--- config.mk ---
export PLATFORM = sky130hd
export DESIGN_NAME = dead_reckoning_pose_integrator
export DESIGN_NICKNAME = d
export VERILOG_FILES = /design/src/sv/drpi_pkg.sv /design/src/sv/drpi_ctrl.sv /design/src/sv/drpi_dp.sv /design/src/sv/dead_reckoning_pose_integrator.sv
export SDC_FILE = /design/constraint.sdc
export NUM_CORES = 2
export LEC_CHECK = 0
export BUFFER_PORTS_ARGS = -buffer_cell sky130_fd_sc_hd__clkbuf_2
export CAP_MARGIN = 20
export CORE_MARGIN = 4
export CORE_UTILIZATION = 45
export DETAILED_ROUTE_END_ITERATION = 7
export HOLD_SLACK_MARGIN = 0.12
export MAX_ROUTING_LAYER = met4
export SLEW_MARGIN = 30
export SYNTH_ARGS = -nofsm -noshare
export SYNTH_HDL_FRONTEND = slang
export SYNTH_SLANG_ARGS = --single-unit
--- constraint.sdc ---
create_clock -name clk -period 18.9 [get_ports clk]
set_input_delay 0.945 -clock clk [delete_from_list [all_inputs] [get_ports clk]]
set_output_delay 0.945 -clock clk [all_outputs]
set_load 0.03 [all_outputs]
--- src/sv/drpi_pkg.sv ---
// Shared types, constants and lookup functions for the dead-reckoning pose integrator.
package drpi_pkg;

    localparam int CORDIC_STEPS_DEF = 16;
    localparam int MAX_STEPS        = 24;
    localparam int CORDIC_W         = 34;
    localparam int TRIG_W           = 25;
    localparam int MUL_A_W          = 25;
    localparam int MUL_B_W          = 32;
    localparam int MUL_P_W          = MUL_A_W + MUL_B_W;
    localparam int PROD_W           = 40;
    localparam int ACC_W            = 72;
    localparam int MATH_SLOTS       = 12;
    localparam int SLOT_W           = $clog2(MATH_SLOTS);

    localparam logic [29:0] TRIG_GAIN_Q30  = 30'd652032874;
    localparam logic [29:0] INV_TWO_PI_Q32 = 30'd683565276;

    typedef struct packed {
        logic signed [23:0] linear_speed;
        logic signed [23:0] lateral_speed;
        logic signed [23:0] yaw_rate;
        logic        [15:0] time_step;
    } drpi_in_t;

    typedef struct packed {
        logic signed [31:0] pos_x_out;
        logic signed [31:0] pos_y_out;
        logic        [31:0] heading_out;
        logic signed [15:0] quat_z;
        logic signed [15:0] quat_w;
        logic signed [23:0] speed_echo;
        logic signed [23:0] lateral_echo;
        logic signed [23:0] yaw_rate_echo;
    } drpi_out_t;

    // Operand pairs presented to the shared multiplier.
    typedef enum logic [3:0] {
        MUL_NONE,
        MUL_V_DT,
        MUL_W_DT,
        MUL_DHI_CQ,
        MUL_DLO_CQ,
        MUL_DHI_SQ,
        MUL_DLO_SQ,
        MUL_WHI_K,
        MUL_WLO_K
    } mul_op_t;

    // What is done with the product registered in the previous cycle.
    typedef enum logic [3:0] {
        ACT_NONE,
        ACT_STORE_DIST,
        ACT_STORE_WD,
        ACT_ACC_HI_POS,
        ACT_ACC_HI_HEAD,
        ACT_ACC_LO,
        ACT_WRITE_X,
        ACT_WRITE_Y,
        ACT_WRITE_H
    } act_t;

    typedef struct packed {
        mul_op_t mul_op;
        act_t    act;
    } slot_cmd_t;

    typedef struct packed {
        logic      in_load;
        logic      rot_load;
        logic      rot_half;
        logic      rot_step;
        logic      trig_load;
        slot_cmd_t slot;
        logic      out_load;
    } ctrl_cmd_t;

    typedef struct packed {
        logic rot_last;
    } dp_status_t;

    // Arctangent of 2^-i in units of 2^-32 turn.
    function automatic logic [29:0] atan_turn(input logic [4:0] idx);
        logic [29:0] r;
        case (idx)
            5'd0:    r = 30'd536870912;
            5'd1:    r = 30'd316933406;
            5'd2:    r = 30'd167458907;
            5'd3:    r = 30'd85004756;
            5'd4:    r = 30'd42667331;
            5'd5:    r = 30'd21354465;
            5'd6:    r = 30'd10679838;
            5'd7:    r = 30'd5340245;
            5'd8:    r = 30'd2670163;
            5'd9:    r = 30'd1335087;
            5'd10:   r = 30'd667544;
            5'd11:   r = 30'd333772;
            5'd12:   r = 30'd166886;
            5'd13:   r = 30'd83443;
            5'd14:   r = 30'd41722;
            5'd15:   r = 30'd20861;
            5'd16:   r = 30'd10430;
            5'd17:   r = 30'd5215;
            5'd18:   r = 30'd2608;
            5'd19:   r = 30'd1304;
            5'd20:   r = 30'd652;
            5'd21:   r = 30'd326;
            5'd22:   r = 30'd163;
            5'd23:   r = 30'd81;
            default: r = 30'd0;
        endcase
        return r;
    endfunction

    // Multiply schedule: a slot issues at most one product and may act on the one from the previous slot.
    function automatic slot_cmd_t slot_cmd(input logic [SLOT_W-1:0] slot);
        slot_cmd_t c;
        case (slot)
            4'd0:    c = '{mul_op: MUL_V_DT,   act: ACT_NONE};
            4'd1:    c = '{mul_op: MUL_W_DT,   act: ACT_STORE_DIST};
            4'd2:    c = '{mul_op: MUL_DHI_CQ, act: ACT_STORE_WD};
            4'd3:    c = '{mul_op: MUL_DLO_CQ, act: ACT_ACC_HI_POS};
            4'd4:    c = '{mul_op: MUL_NONE,   act: ACT_ACC_LO};
            4'd5:    c = '{mul_op: MUL_DHI_SQ, act: ACT_WRITE_X};
            4'd6:    c = '{mul_op: MUL_DLO_SQ, act: ACT_ACC_HI_POS};
            4'd7:    c = '{mul_op: MUL_NONE,   act: ACT_ACC_LO};
            4'd8:    c = '{mul_op: MUL_WHI_K,  act: ACT_WRITE_Y};
            4'd9:    c = '{mul_op: MUL_WLO_K,  act: ACT_ACC_HI_HEAD};
            4'd10:   c = '{mul_op: MUL_NONE,   act: ACT_ACC_LO};
            4'd11:   c = '{mul_op: MUL_NONE,   act: ACT_WRITE_H};
            default: c = '{mul_op: MUL_NONE,   act: ACT_NONE};
        endcase
        return c;
    endfunction

endpackage

--- src/sv/drpi_ctrl.sv ---
// Sequencing state machine for the pose integrator: handshakes, rotation passes and multiply slots.
module drpi_ctrl (
    input  logic                   clk,
    input  logic                   rst_n,
    input  logic                   tick_valid,
    output logic                   tick_stall,
    output logic                   pose_valid,
    input  logic                   pose_stall,
    input  drpi_pkg::dp_status_t   status,
    output drpi_pkg::ctrl_cmd_t    cmd
);
    import drpi_pkg::*;

    typedef enum logic [6:0] {
        ST_IDLE  = 7'b0000001,
        ST_ROT1  = 7'b0000010,
        ST_TRIG  = 7'b0000100,
        ST_MATH  = 7'b0001000,
        ST_LOAD2 = 7'b0010000,
        ST_ROT2  = 7'b0100000,
        ST_FIN   = 7'b1000000
    } state_t;

    localparam logic [SLOT_W-1:0] SLOT_LAST = SLOT_W'(MATH_SLOTS - 1);

    state_t              state_reg, state_next;
    logic [SLOT_W-1:0]   slot_reg, slot_next;
    logic                out_valid_reg, out_valid_next;

    always_comb
    begin
        cmd            = '0;
        state_next     = state_reg;
        slot_next      = slot_reg;
        case (state_reg)
            ST_IDLE:
            begin
                if (tick_valid)
                begin
                    cmd.in_load  = 1'b1;
                    cmd.rot_load = 1'b1;
                    state_next   = ST_ROT1;
                end
            end
            ST_ROT1:
            begin
                cmd.rot_step = 1'b1;
                if (status.rot_last)
                begin
                    state_next = ST_TRIG;
                end
            end
            ST_TRIG:
            begin
                cmd.trig_load = 1'b1;
                slot_next     = '0;
                state_next    = ST_MATH;
            end
            ST_MATH:
            begin
                cmd.slot  = slot_cmd(slot_reg);
                slot_next = slot_reg + 1'b1;
                if (slot_reg == SLOT_LAST)
                begin
                    state_next = ST_LOAD2;
                end
            end
            ST_LOAD2:
            begin
                cmd.rot_load = 1'b1;
                cmd.rot_half = 1'b1;
                state_next   = ST_ROT2;
            end
            ST_ROT2:
            begin
                cmd.rot_step = 1'b1;
                if (status.rot_last)
                begin
                    state_next = ST_FIN;
                end
            end
            ST_FIN:
            begin
                if (!out_valid_reg || !pose_stall)
                begin
                    cmd.out_load = 1'b1;
                    state_next   = ST_IDLE;
                end
            end
            default:
            begin
                state_next = ST_IDLE;
            end
        endcase
    end

    always_comb
    begin
        if (cmd.out_load)
        begin
            out_valid_next = 1'b1;
        end
        else if (!pose_stall)
        begin
            out_valid_next = 1'b0;
        end
        else
        begin
            out_valid_next = out_valid_reg;
        end
    end

    always_ff @(posedge clk or negedge rst_n)
    begin
        if (!rst_n)
        begin
            state_reg     <= ST_IDLE;
            slot_reg      <= '0;
            out_valid_reg <= 1'b0;
        end
        else
        begin
            state_reg     <= state_next;
            slot_reg      <= slot_next;
            out_valid_reg <= out_valid_next;
        end
    end

    assign tick_stall = (state_reg != ST_IDLE);
    assign pose_valid = out_valid_reg;

endmodule

--- src/sv/drpi_dp.sv ---
// Datapath of the pose integrator: CORDIC rotator, shared multiplier, accumulator and pose state.
module drpi_dp #(
    parameter int CORDIC_STEPS = drpi_pkg::CORDIC_STEPS_DEF
) (
    input  logic                   clk,
    input  logic                   rst_n,
    input  drpi_pkg::drpi_in_t     tick,
    input  drpi_pkg::ctrl_cmd_t    cmd,
    output drpi_pkg::dp_status_t   status,
    output drpi_pkg::drpi_out_t    pose
);
    import drpi_pkg::*;

    localparam int STEPS  = (CORDIC_STEPS > MAX_STEPS) ? MAX_STEPS : CORDIC_STEPS;
    localparam int ITER_W = (STEPS > 1) ? $clog2(STEPS) : 1;
    localparam logic [ITER_W-1:0] ITER_LAST = ITER_W'(STEPS - 1);

    localparam logic signed [CORDIC_W-1:0] QUARTER_TURN = 34'sd1073741824;
    localparam logic signed [CORDIC_W-1:0] HALF_TURN    = 34'sd2147483648;

    // Round half up from Q4.30 to Q1.15 with clamping.
    function automatic logic signed [15:0] to_q15(input logic signed [CORDIC_W-1:0] v);
        logic signed [CORDIC_W-1:0] r;
        r = (v + 34'sd16384) >>> 15;
        if (r > 34'sd32767)
        begin
            return 16'sh7FFF;
        end
        else if (r < -34'sd32768)
        begin
            return 16'sh8000;
        end
        return r[15:0];
    endfunction

    // Add a 34-bit signed delta to a 32-bit position with saturation.
    function automatic logic signed [31:0] sat_add(input logic signed [31:0] p,
                                                   input logic signed [33:0] d);
        logic signed [34:0] s;
        s = {{3{p[31]}}, p} + {d[33], d};
        if (s > 35'sd2147483647)
        begin
            return 32'sh7FFFFFFF;
        end
        else if (s < -35'sd2147483648)
        begin
            return 32'sh80000000;
        end
        return s[31:0];
    endfunction

    drpi_in_t                    in_reg;
    drpi_out_t                   out_reg;
    logic signed [31:0]          pos_x_reg, pos_x_next;
    logic signed [31:0]          pos_y_reg, pos_y_next;
    logic        [31:0]          heading_reg, heading_next;

    logic signed [CORDIC_W-1:0]  x_reg, y_reg, a_reg;
    logic                        flip_reg;
    logic        [ITER_W-1:0]    iter_reg;
    logic signed [TRIG_W-1:0]    cq_reg, sq_reg;
    logic signed [MUL_P_W-1:0]   mul_reg;
    logic signed [PROD_W-1:0]    dist_reg, wd_reg;
    logic signed [ACC_W-1:0]     acc_reg, acc_next;

    logic        [31:0]          ang;
    logic signed [CORDIC_W-1:0]  a_raw, a_red;
    logic                        flip_red;
    logic signed [CORDIC_W-1:0]  x_sh, y_sh, atan_v;
    logic signed [CORDIC_W-1:0]  c_res, s_res, c_rnd, s_rnd;
    logic signed [MUL_A_W-1:0]   mul_a;
    logic signed [MUL_B_W-1:0]   mul_b;
    logic signed [ACC_W-1:0]     prod_ext;

    // Angle reduction into the convergence range of the rotator.
    always_comb
    begin
        ang      = cmd.rot_half ? {1'b0, heading_reg[31:1]} : heading_reg;
        a_raw    = $signed({{2{ang[31]}}, ang});
        a_red    = a_raw;
        flip_red = 1'b0;
        if (a_raw > QUARTER_TURN)
        begin
            a_red    = a_raw - HALF_TURN;
            flip_red = 1'b1;
        end
        else if (a_raw < -QUARTER_TURN)
        begin
            a_red    = a_raw + HALF_TURN;
            flip_red = 1'b1;
        end
    end

    always_comb
    begin
        x_sh   = x_reg >>> iter_reg;
        y_sh   = y_reg >>> iter_reg;
        atan_v = $signed({4'b0, atan_turn(5'(iter_reg))});
        c_res  = flip_reg ? -x_reg : x_reg;
        s_res  = flip_reg ? -y_reg : y_reg;
        c_rnd  = (c_res + 34'sd128) >>> 8;
        s_rnd  = (s_res + 34'sd128) >>> 8;
    end

    assign status.rot_last = (iter_reg == ITER_LAST);

    always_ff @(posedge clk)
    begin
        if (cmd.rot_load)
        begin
            x_reg    <= $signed({4'b0, TRIG_GAIN_Q30});
            y_reg    <= '0;
            a_reg    <= a_red;
            flip_reg <= flip_red;
            iter_reg <= '0;
        end
        else if (cmd.rot_step)
        begin
            if (!a_reg[CORDIC_W-1])
            begin
                x_reg <= x_reg - y_sh;
                y_reg <= y_reg + x_sh;
                a_reg <= a_reg - atan_v;
            end
            else
            begin
                x_reg <= x_reg + y_sh;
                y_reg <= y_reg - x_sh;
                a_reg <= a_reg + atan_v;
            end
            iter_reg <= iter_reg + 1'b1;
        end
        if (cmd.trig_load)
        begin
            cq_reg <= c_rnd[TRIG_W-1:0];
            sq_reg <= s_rnd[TRIG_W-1:0];
        end
        if (cmd.in_load)
        begin
            in_reg <= tick;
        end
    end

    // Operand selection for the shared multiplier.
    always_comb
    begin
        mul_a = '0;
        mul_b = '0;
        case (cmd.slot.mul_op)
            MUL_V_DT:
            begin
                mul_a = {in_reg.linear_speed[23], in_reg.linear_speed};
                mul_b = {16'b0, in_reg.time_step};
            end
            MUL_W_DT:
            begin
                mul_a = {in_reg.yaw_rate[23], in_reg.yaw_rate};
                mul_b = {16'b0, in_reg.time_step};
            end
            MUL_DHI_CQ:
            begin
                mul_a = {dist_reg[PROD_W-1], dist_reg[PROD_W-1:16]};
                mul_b = {{(MUL_B_W-TRIG_W){cq_reg[TRIG_W-1]}}, cq_reg};
            end
            MUL_DLO_CQ:
            begin
                mul_a = {9'b0, dist_reg[15:0]};
                mul_b = {{(MUL_B_W-TRIG_W){cq_reg[TRIG_W-1]}}, cq_reg};
            end
            MUL_DHI_SQ:
            begin
                mul_a = {dist_reg[PROD_W-1], dist_reg[PROD_W-1:16]};
                mul_b = {{(MUL_B_W-TRIG_W){sq_reg[TRIG_W-1]}}, sq_reg};
            end
            MUL_DLO_SQ:
            begin
                mul_a = {9'b0, dist_reg[15:0]};
                mul_b = {{(MUL_B_W-TRIG_W){sq_reg[TRIG_W-1]}}, sq_reg};
            end
            MUL_WHI_K:
            begin
                mul_a = {wd_reg[PROD_W-1], wd_reg[PROD_W-1:16]};
                mul_b = {2'b0, INV_TWO_PI_Q32};
            end
            MUL_WLO_K:
            begin
                mul_a = {9'b0, wd_reg[15:0]};
                mul_b = {2'b0, INV_TWO_PI_Q32};
            end
            default:
            begin
                mul_a = '0;
                mul_b = '0;
            end
        endcase
    end

    // Act on the product registered in the previous slot.
    always_comb
    begin
        prod_ext     = $signed({{(ACC_W-MUL_P_W){mul_reg[MUL_P_W-1]}}, mul_reg});
        acc_next     = acc_reg;
        pos_x_next   = pos_x_reg;
        pos_y_next   = pos_y_reg;
        heading_next = heading_reg;
        case (cmd.slot.act)
            ACT_ACC_HI_POS:  acc_next = (prod_ext <<< 16) + (72'sd1 <<< 37);
            ACT_ACC_HI_HEAD: acc_next = (prod_ext <<< 16) + (72'sd1 <<< 31);
            ACT_ACC_LO:      acc_next = acc_reg + prod_ext;
            ACT_WRITE_X:     pos_x_next = sat_add(pos_x_reg, acc_reg[ACC_W-1:38]);
            ACT_WRITE_Y:     pos_y_next = sat_add(pos_y_reg, acc_reg[ACC_W-1:38]);
            ACT_WRITE_H:     heading_next = heading_reg + acc_reg[63:32];
            default:         acc_next = acc_reg;
        endcase
    end

    always_ff @(posedge clk)
    begin
        mul_reg <= mul_a * mul_b;
        acc_reg <= acc_next;
        if (cmd.slot.act == ACT_STORE_DIST)
        begin
            dist_reg <= mul_reg[PROD_W-1:0];
        end
        if (cmd.slot.act == ACT_STORE_WD)
        begin
            wd_reg <= mul_reg[PROD_W-1:0];
        end
        if (cmd.out_load)
        begin
            out_reg.pos_x_out     <= pos_x_reg;
            out_reg.pos_y_out     <= pos_y_reg;
            out_reg.heading_out   <= heading_reg;
            out_reg.quat_z        <= to_q15(s_res);
            out_reg.quat_w        <= to_q15(c_res);
            out_reg.speed_echo    <= in_reg.linear_speed;
            out_reg.lateral_echo  <= in_reg.lateral_speed;
            out_reg.yaw_rate_echo <= in_reg.yaw_rate;
        end
    end

    always_ff @(posedge clk or negedge rst_n)
    begin
        if (!rst_n)
        begin
            pos_x_reg   <= '0;
            pos_y_reg   <= '0;
            heading_reg <= '0;
        end
        else
        begin
            pos_x_reg   <= pos_x_next;
            pos_y_reg   <= pos_y_next;
            heading_reg <= heading_next;
        end
    end

    assign pose = out_reg;

endmodule

--- src/sv/dead_reckoning_pose_integrator.sv ---
// A tick accepted in idle passes through the first rotation, the trig load, the multiply slots,
// the second rotation and the final state before its pose is loaded. A new tick is taken only in
// idle: two passes of the one CORDIC rotator and twelve slots of the shared multiplier set the rate.
// The pose output register frees the input side, so the next tick is taken while a pose waits.
// Reset (rst_n, asynchronous, active low) clears position and heading to zero and empties the output.
module dead_reckoning_pose_integrator #(
    parameter int CORDIC_STEPS = drpi_pkg::CORDIC_STEPS_DEF
) (
    input  logic                clk,
    input  logic                rst_n,
    input  logic                tick_valid,
    output logic                tick_stall,
    input  drpi_pkg::drpi_in_t  tick,
    output logic                pose_valid,
    input  logic                pose_stall,
    output drpi_pkg::drpi_out_t pose
);
    import drpi_pkg::*;

    // The controller owns all sequencing and both handshakes; the datapath owns every
    // arithmetic register and the persistent pose (x, y, heading).
    ctrl_cmd_t  cmd;
    dp_status_t status;

    // Per tick the controller runs: a CORDIC pass over the old heading, rounding of
    // cos/sin to Q.22, a fixed multiply schedule that forms the distance, both position
    // deltas and the heading increment, then a CORDIC pass over half the new heading
    // for the quaternion, and finally a load of the output register.
    drpi_ctrl u_ctrl (
        .clk        (clk),
        .rst_n      (rst_n),
        .tick_valid (tick_valid),
        .tick_stall (tick_stall),
        .pose_valid (pose_valid),
        .pose_stall (pose_stall),
        .status     (status),
        .cmd        (cmd)
    );

    // The datapath holds one rotator that iterates one CORDIC step per cycle and a
    // single 25x32 multiplier whose product is registered before it is accumulated.
    drpi_dp #(
        .CORDIC_STEPS (CORDIC_STEPS)
    ) u_dp (
        .clk    (clk),
        .rst_n  (rst_n),
        .tick   (tick),
        .cmd    (cmd),
        .status (status),
        .pose   (pose)
    );

endmodule
After elaboration in Yosys (flattened, before gate mapping)
Memory sizes are Yosys's and may differ from the RTL's. A register that Yosys moved wholly into a read port is not among the register bits. Index checks and enable logic that the tools add are counted.

$mul: 1. Eq/ne operators: 32. $lt $le $gt $ge: 10. Multiplexer cells: 58. Reductions and logical operators: 14. Shift operators: 2. $add $sub $neg: 22.

Operators by type and width (number): 2-to-1 mux 34 bit (9); 2-to-1 mux 32 bit (7); case mux 72 bit (3 select lines) (1); case mux 25 bit (6 select lines) (1); case mux 32 bit (4 select lines) (1); 2-to-1 mux 16 bit (6); adder 72 x 33 -> 72 bit (second input constant) (1); adder 72 x 39 -> 72 bit (second input constant) (1); adder 72 x 57 -> 72 bit (1); adder 32 x 34 -> 35 bit (2); > comparator 35 x 32 -> 1 bit (second input constant) (2); < comparator 35 x 32 -> 1 bit (second input constant) (2); adder 34 x 16 -> 34 bit (second input constant) (2); adder 34 bit (2); negator 34 bit (2); >>> shifter 34 x 4 -> 34 bit (2); subtractor 34 bit (2); adder 33 x 9 -> 33 bit (second input constant) (2); multiplier 25 x 32 -> 57 bit (1); case mux 7 bit (7 select lines) (1); > comparator 19 x 16 -> 1 bit (second input constant) (2); < comparator 19 x 16 -> 1 bit (second input constant) (2); 2-to-1 mux 7 bit (5); adder 32 x 33 -> 34 bit (second input constant) (1); 33 further kinds (81).

Memories: 2. Logic and storage cells: 170. Output and inout port bits: 202. Memory bits (read-only): 608. Input port bits: 92. Register bits: 762.

Memory list: (name not given) (depth 16, bits a word 30, rd ports 1, clocked after memory_dff 1, write ports 0, RTL line drpi_pkg.sv:85) `case (idx)`; (name not given) (depth 16, bits a word 8, rd ports 1, clocked after memory_dff 0, write ports 0, RTL line drpi_pkg.sv:118) `case (slot)`.

Longest topological paths before layout
Depth after elaboration: 8. Depth in mapped cells: 40. Gate-level depth less buffers: 37.

Hierarchy
From an unflattened synthesis, not the netlist that was laid out.

Cell total of the unflattened synthesis: 8336. Area, all modules: 78218.8 um^2.

Modules (own cells, without submodules): drpi_dp (sequential area each 21350.5 um^2, area each 77240.3 um^2, times used 1, cells an instance 8216); drpi_ctrl (sequential area each 301.5 um^2, area each 978.4 um^2, times used 1, cells an instance 120).

Worst setup path before layout
No wires, ideal clock.

Path type: register -> register. Start point: register u_ctrl.state_reg[5]. End point: register u_dp.out_reg (netlist bit u_dp.pose[0]) (enable). Buffers on the path: 1. Required time: 18.074 ns. Stages on the path, launching flop included: 5. Clock period less this slack: 11.511 ns. Path slack: 7.389 ns. Setup time: 0.826 ns. Arrival time: 10.685 ns. Cell sequence: dfrtp_1 -> clkbuf_1 -> nor4_1 -> nand4bb_1 -> a21oi_1.

RTL lines: start, declared (RTL line drpi_ctrl.sv:26) `state_t state_reg, state_next;`; start signal, assigned (RTL line drpi_ctrl.sv:123) `state_reg <= state_next;`; end, declared (RTL line drpi_dp.sv:53) `drpi_out_t out_reg;`.

Worst setup path after layout
Start point: register u_ctrl.slot_reg[0]. End point: register u_dp.mul_reg[53].

Cells in the longest elaborated chain, start to end: 6. Elaborated cells on any way between the ends: 19. Classes of those cells: mul (1); eq/ne (8); mux (3); reduce/logical (6); memory (1).

RTL lines: start, declared (RTL line drpi_ctrl.sv:27) `logic [SLOT_W-1:0] slot_reg, slot_next;`; start signal, assigned (RTL line drpi_ctrl.sv:124) `slot_reg <= slot_next;`; memory read (16 x 8 bit) (*); 2-to-1 mux 8 bit (*) (RTL line drpi_ctrl.sv:35) `case (state_reg)`; equality test 4 x 3 -> 1 bit (tied with other cells) (RTL line drpi_dp.sv:149) `case (cmd.slot.mul_op)`; OR reduction 2 bit (no line); case mux 25 bit (6 select lines) or case mux 32 bit (4 select lines) (tied branches) (RTL line drpi_dp.sv:149); multiplier 25 x 32 -> 57 bit (*) (RTL line drpi_dp.sv:219) `mul_reg <= mul_a * mul_b;`; end signal, assigned (RTL line drpi_dp.sv:219); end, declared (RTL line drpi_dp.sv:62) `logic signed [MUL_P_W-1:0] mul_reg;`.

Every way passes the cells marked *; elsewhere a longest branch is shown, timed or not. A chain may end at the register's enable or synchronous reset.

==> reports/qor.txt <==
Status -> finished clean
Syn. warnings -> 0
Htree depth -> 3
Resize count post-CTS -> 0
IO Port Bufs -> 293
WP data required -> 19.51 ns
Die Span X -> 422 um
Full die area -> 0.178 sq mm
Count of final setup violators -> 0
RSZ-0062 raised after global routing -> false
Slowest stage delay, CP -> 0.85 ns
Max clock buf depth -> 3
Core region area -> 0.170 sq mm
Max_cap viols -> 0
Worst-Margin Slew -> 1.09 ns
TritonCTS Buffers -> 92
GRT overflow -> 0
Commonest non-fill, non-tap cell in the layout -> inv_1
Share of cells above drive strength 1 -> 8.87%
Synth Area per Inst -> 9.36 sq um
Worst reg2reg setup slack -> 7.25 ns
Hold Path Class -> primary input to asynchronous set/reset pin
Nets@finish -> 9,654
Critical Path Fanout Max -> 23
Post-CTS Setup Repair Bufs -> 0
Sequential fraction of the synthesis area -> 28.1%
Critical path arrival -> 12.26 ns
Flip-flop and latch count after synthesis -> 792
CTS clk-pin slew, worst paths -> 0.06 ns
Hpwl dp -> 191,000 um
Top FF cell, synth -> edfxtp_1
P per Cell Area -> 104 mW/mm^2
Number of flip-flops under the largest register name -> 200
Worst skew pair latency -> 0.74 ns
Routed Antenna Nets -> 0
CTS tree -> built
Min Tclk post-route -> 11.65 ns
Via count -> 61,223
Vias per cell -> 5.76
Skew final -> 0.0316 ns
I/O pin count -> 294
Worst VDD drop -> 0.0000916 V
Mapped Cells -> 8,228
First-pass GRT wire length -> 376,000 um
Initial antenna violation count -> 7
Slowest cell on crit path -> a21oi_2
DRC errors left -> 0
Asr flop ratio synth -> 13.6%
Fin area -> 0.0840 sq mm
Vias in the first global route -> 61,726
WHS -> 0.265 ns
Crit. End Element -> flip-flop
Syn nets -> 9,559
Clk sinks -> 792
Initial DRC Count -> 5,546
Fin Setup TNS -> 0 ns
Synthesis-to-layout area growth -> 9.08%
Number of enable-type register cells in the synthesized netlist -> 525
Most frequent cells in the layout -> inv_1 (1,039), nand2_1 (876), nor2_1 (794), fa_1 (794), a21oi_1 (552)
Startpoint types -> flip-flop
Post-DP Area -> 0.0808 sq mm
Die Height -> 422 um
Pre-antenna DRT Iters -> 8
Clock root buffer -> clkbuf_16
Total track usage -> 28.2%
Leakage dissipation -> 38.0 nW
Site row count -> 151
Routed WL per cell -> 23.1 um
Global placement routability congestion -> 0.959
Max-slew headroom at the worst pin -> 27.5%
Fin. Hold Viols -> 0
Final worst-path cycle share -> 61.7%
Max-slew violation count -> 0
Synth Cell Area -> 0.0770 sq mm
Final wirelength -> 245,000 um
Maximum clock rate -> 0.0858 GHz
Synth cell types -> 107
Setup Crit Path Kind -> flip-flop to flip-flop
CTS Hold Buffers Added -> 0
Largest net degree at the start of global routing -> 84
Initial Util -> 45.4%
where the power goes:
| group | switching, W | leakage, nW | internal [W] | total [W] |
|---|---|---|---|---|
| clock network | 0.000782 | 1.56 | 0.00113 | 0.00191 |
| logic | 0.00255 | 28.8 | 0.00183 | 0.00439 |
| registers | 0.000324 | 7.65 | 0.00215 | 0.00248 |
critical path, delay by kind of cell, from the launching register on:
kind	cells	cell delay, ns
xor+xnor	1	0.12
flops	1	0.51
simple gates	7	2.38
mux	1	0.10
buf+inv	7	0.85
compound gates	9	3.25
fa+ha+maj	9	4.29
synth_stat cells (71+ instances only):
cell / n / area [sq um]
inv_1: 1041 / 3910
nand2_1: 881 / 3310
nor2_1: 799 / 3000
fa_1: 795 / 15900
a21oi_1: 555 / 2780
edfxtp_1: 525 / 15800
ha_1: 444 / 5560
o21ai_0: 352 / 1760
clkbuf_1: 331 / 1240
xnor2_1: 296 / 2590
xor2_1: 233 / 2040
a21o_1: 176 / 1320
dfxtp_1: 159 / 3180
nand3_1: 126 / 631
dfrtp_1: 107 / 2680
nor3_1: 105 / 526
nand2b_1: 71 / 444
final cells by class:
cell class / count / area (sq um)
Antenna cell: 5 / 12.5
Timing Repair Buffer: 391 / 2290
Inverter: 1047 / 3940
Tap cell: 2218 / 2780
Sequential cell: 792 / 21700
Fill cell: 15942 / 85800
Multi-Input combinational cell: 5999 / 50100
Clock buffer: 125 / 2590
Clock inverter: 45 / 634
worst paths after layout:
kind / from / end / depth (start not counted)
max: u_ctrl.slot_reg[0]$_DFFE_PN0N_ / u_dp.mul_reg[53]$_DFF_P_ / 34
min: rst_n / u_dp.pos_x_reg[29]$_DFFE_PN0N_ / 1
max reg2reg: u_ctrl.slot_reg[0]$_DFFE_PN0N_ / u_dp.mul_reg[53]$_DFF_P_ / 34
min reg2reg: u_dp.in_reg[54]$_DFFE_PP_ / u_dp.pose[38]$_DFFE_PP_ / 0
max in group asynchronous: rst_n / u_dp.pos_y_reg[12]$_DFFE_PN0N_ / 2
min in group clk: tick[6] / u_dp.in_reg[6]$_DFFE_PP_ / 1
routing by layer:
| layer | share of wire [%] | routed length [um] | up-vias | global-route usage [%] |
|---|---|---|---|---|
| met1 | 41 | 102000 | 30723 | 36.3 |
| met3 | 6.7 | 16400 | 374 | 3.77 |
| li1 | - | - | 28066 | - |
| met2 | 48 | 117000 | 2060 | 45.7 |
| met4 | 3.9 | 9630 | 0 | 9.96 |
| met5 | 0 | 0 | - | - |
cell families (layout without fill, tap and decap cells):
group,after synthesis,in the layout,share of synthesized area (%)
simple gates,2414,2414,14.1
buf+inv,1437,1608,7.11
mux,132,132,2.91
other cells,0,5,0
compound gates,1681,1681,13.8
xor+xnor,530,530,6.04
flops,792,792,28.1
fa+ha+maj,1242,1242,27.9
metrics by stage:
stage	std cells	utilization [%]	setup WS (ns)	total power, W
finish	10622	49.5	7.25	0.00878
global route	10620	49.5	6.63	0.00941
CTS	10617	49.5	7.26	0.00879
detailed placement	10447	47.6	7.27	0.00684
global placement	10442	47.5	7.56	0.00676
floorplan	8228	-	7.39	0.00579
No activity file was read; power rests on OpenSTA's default activity.
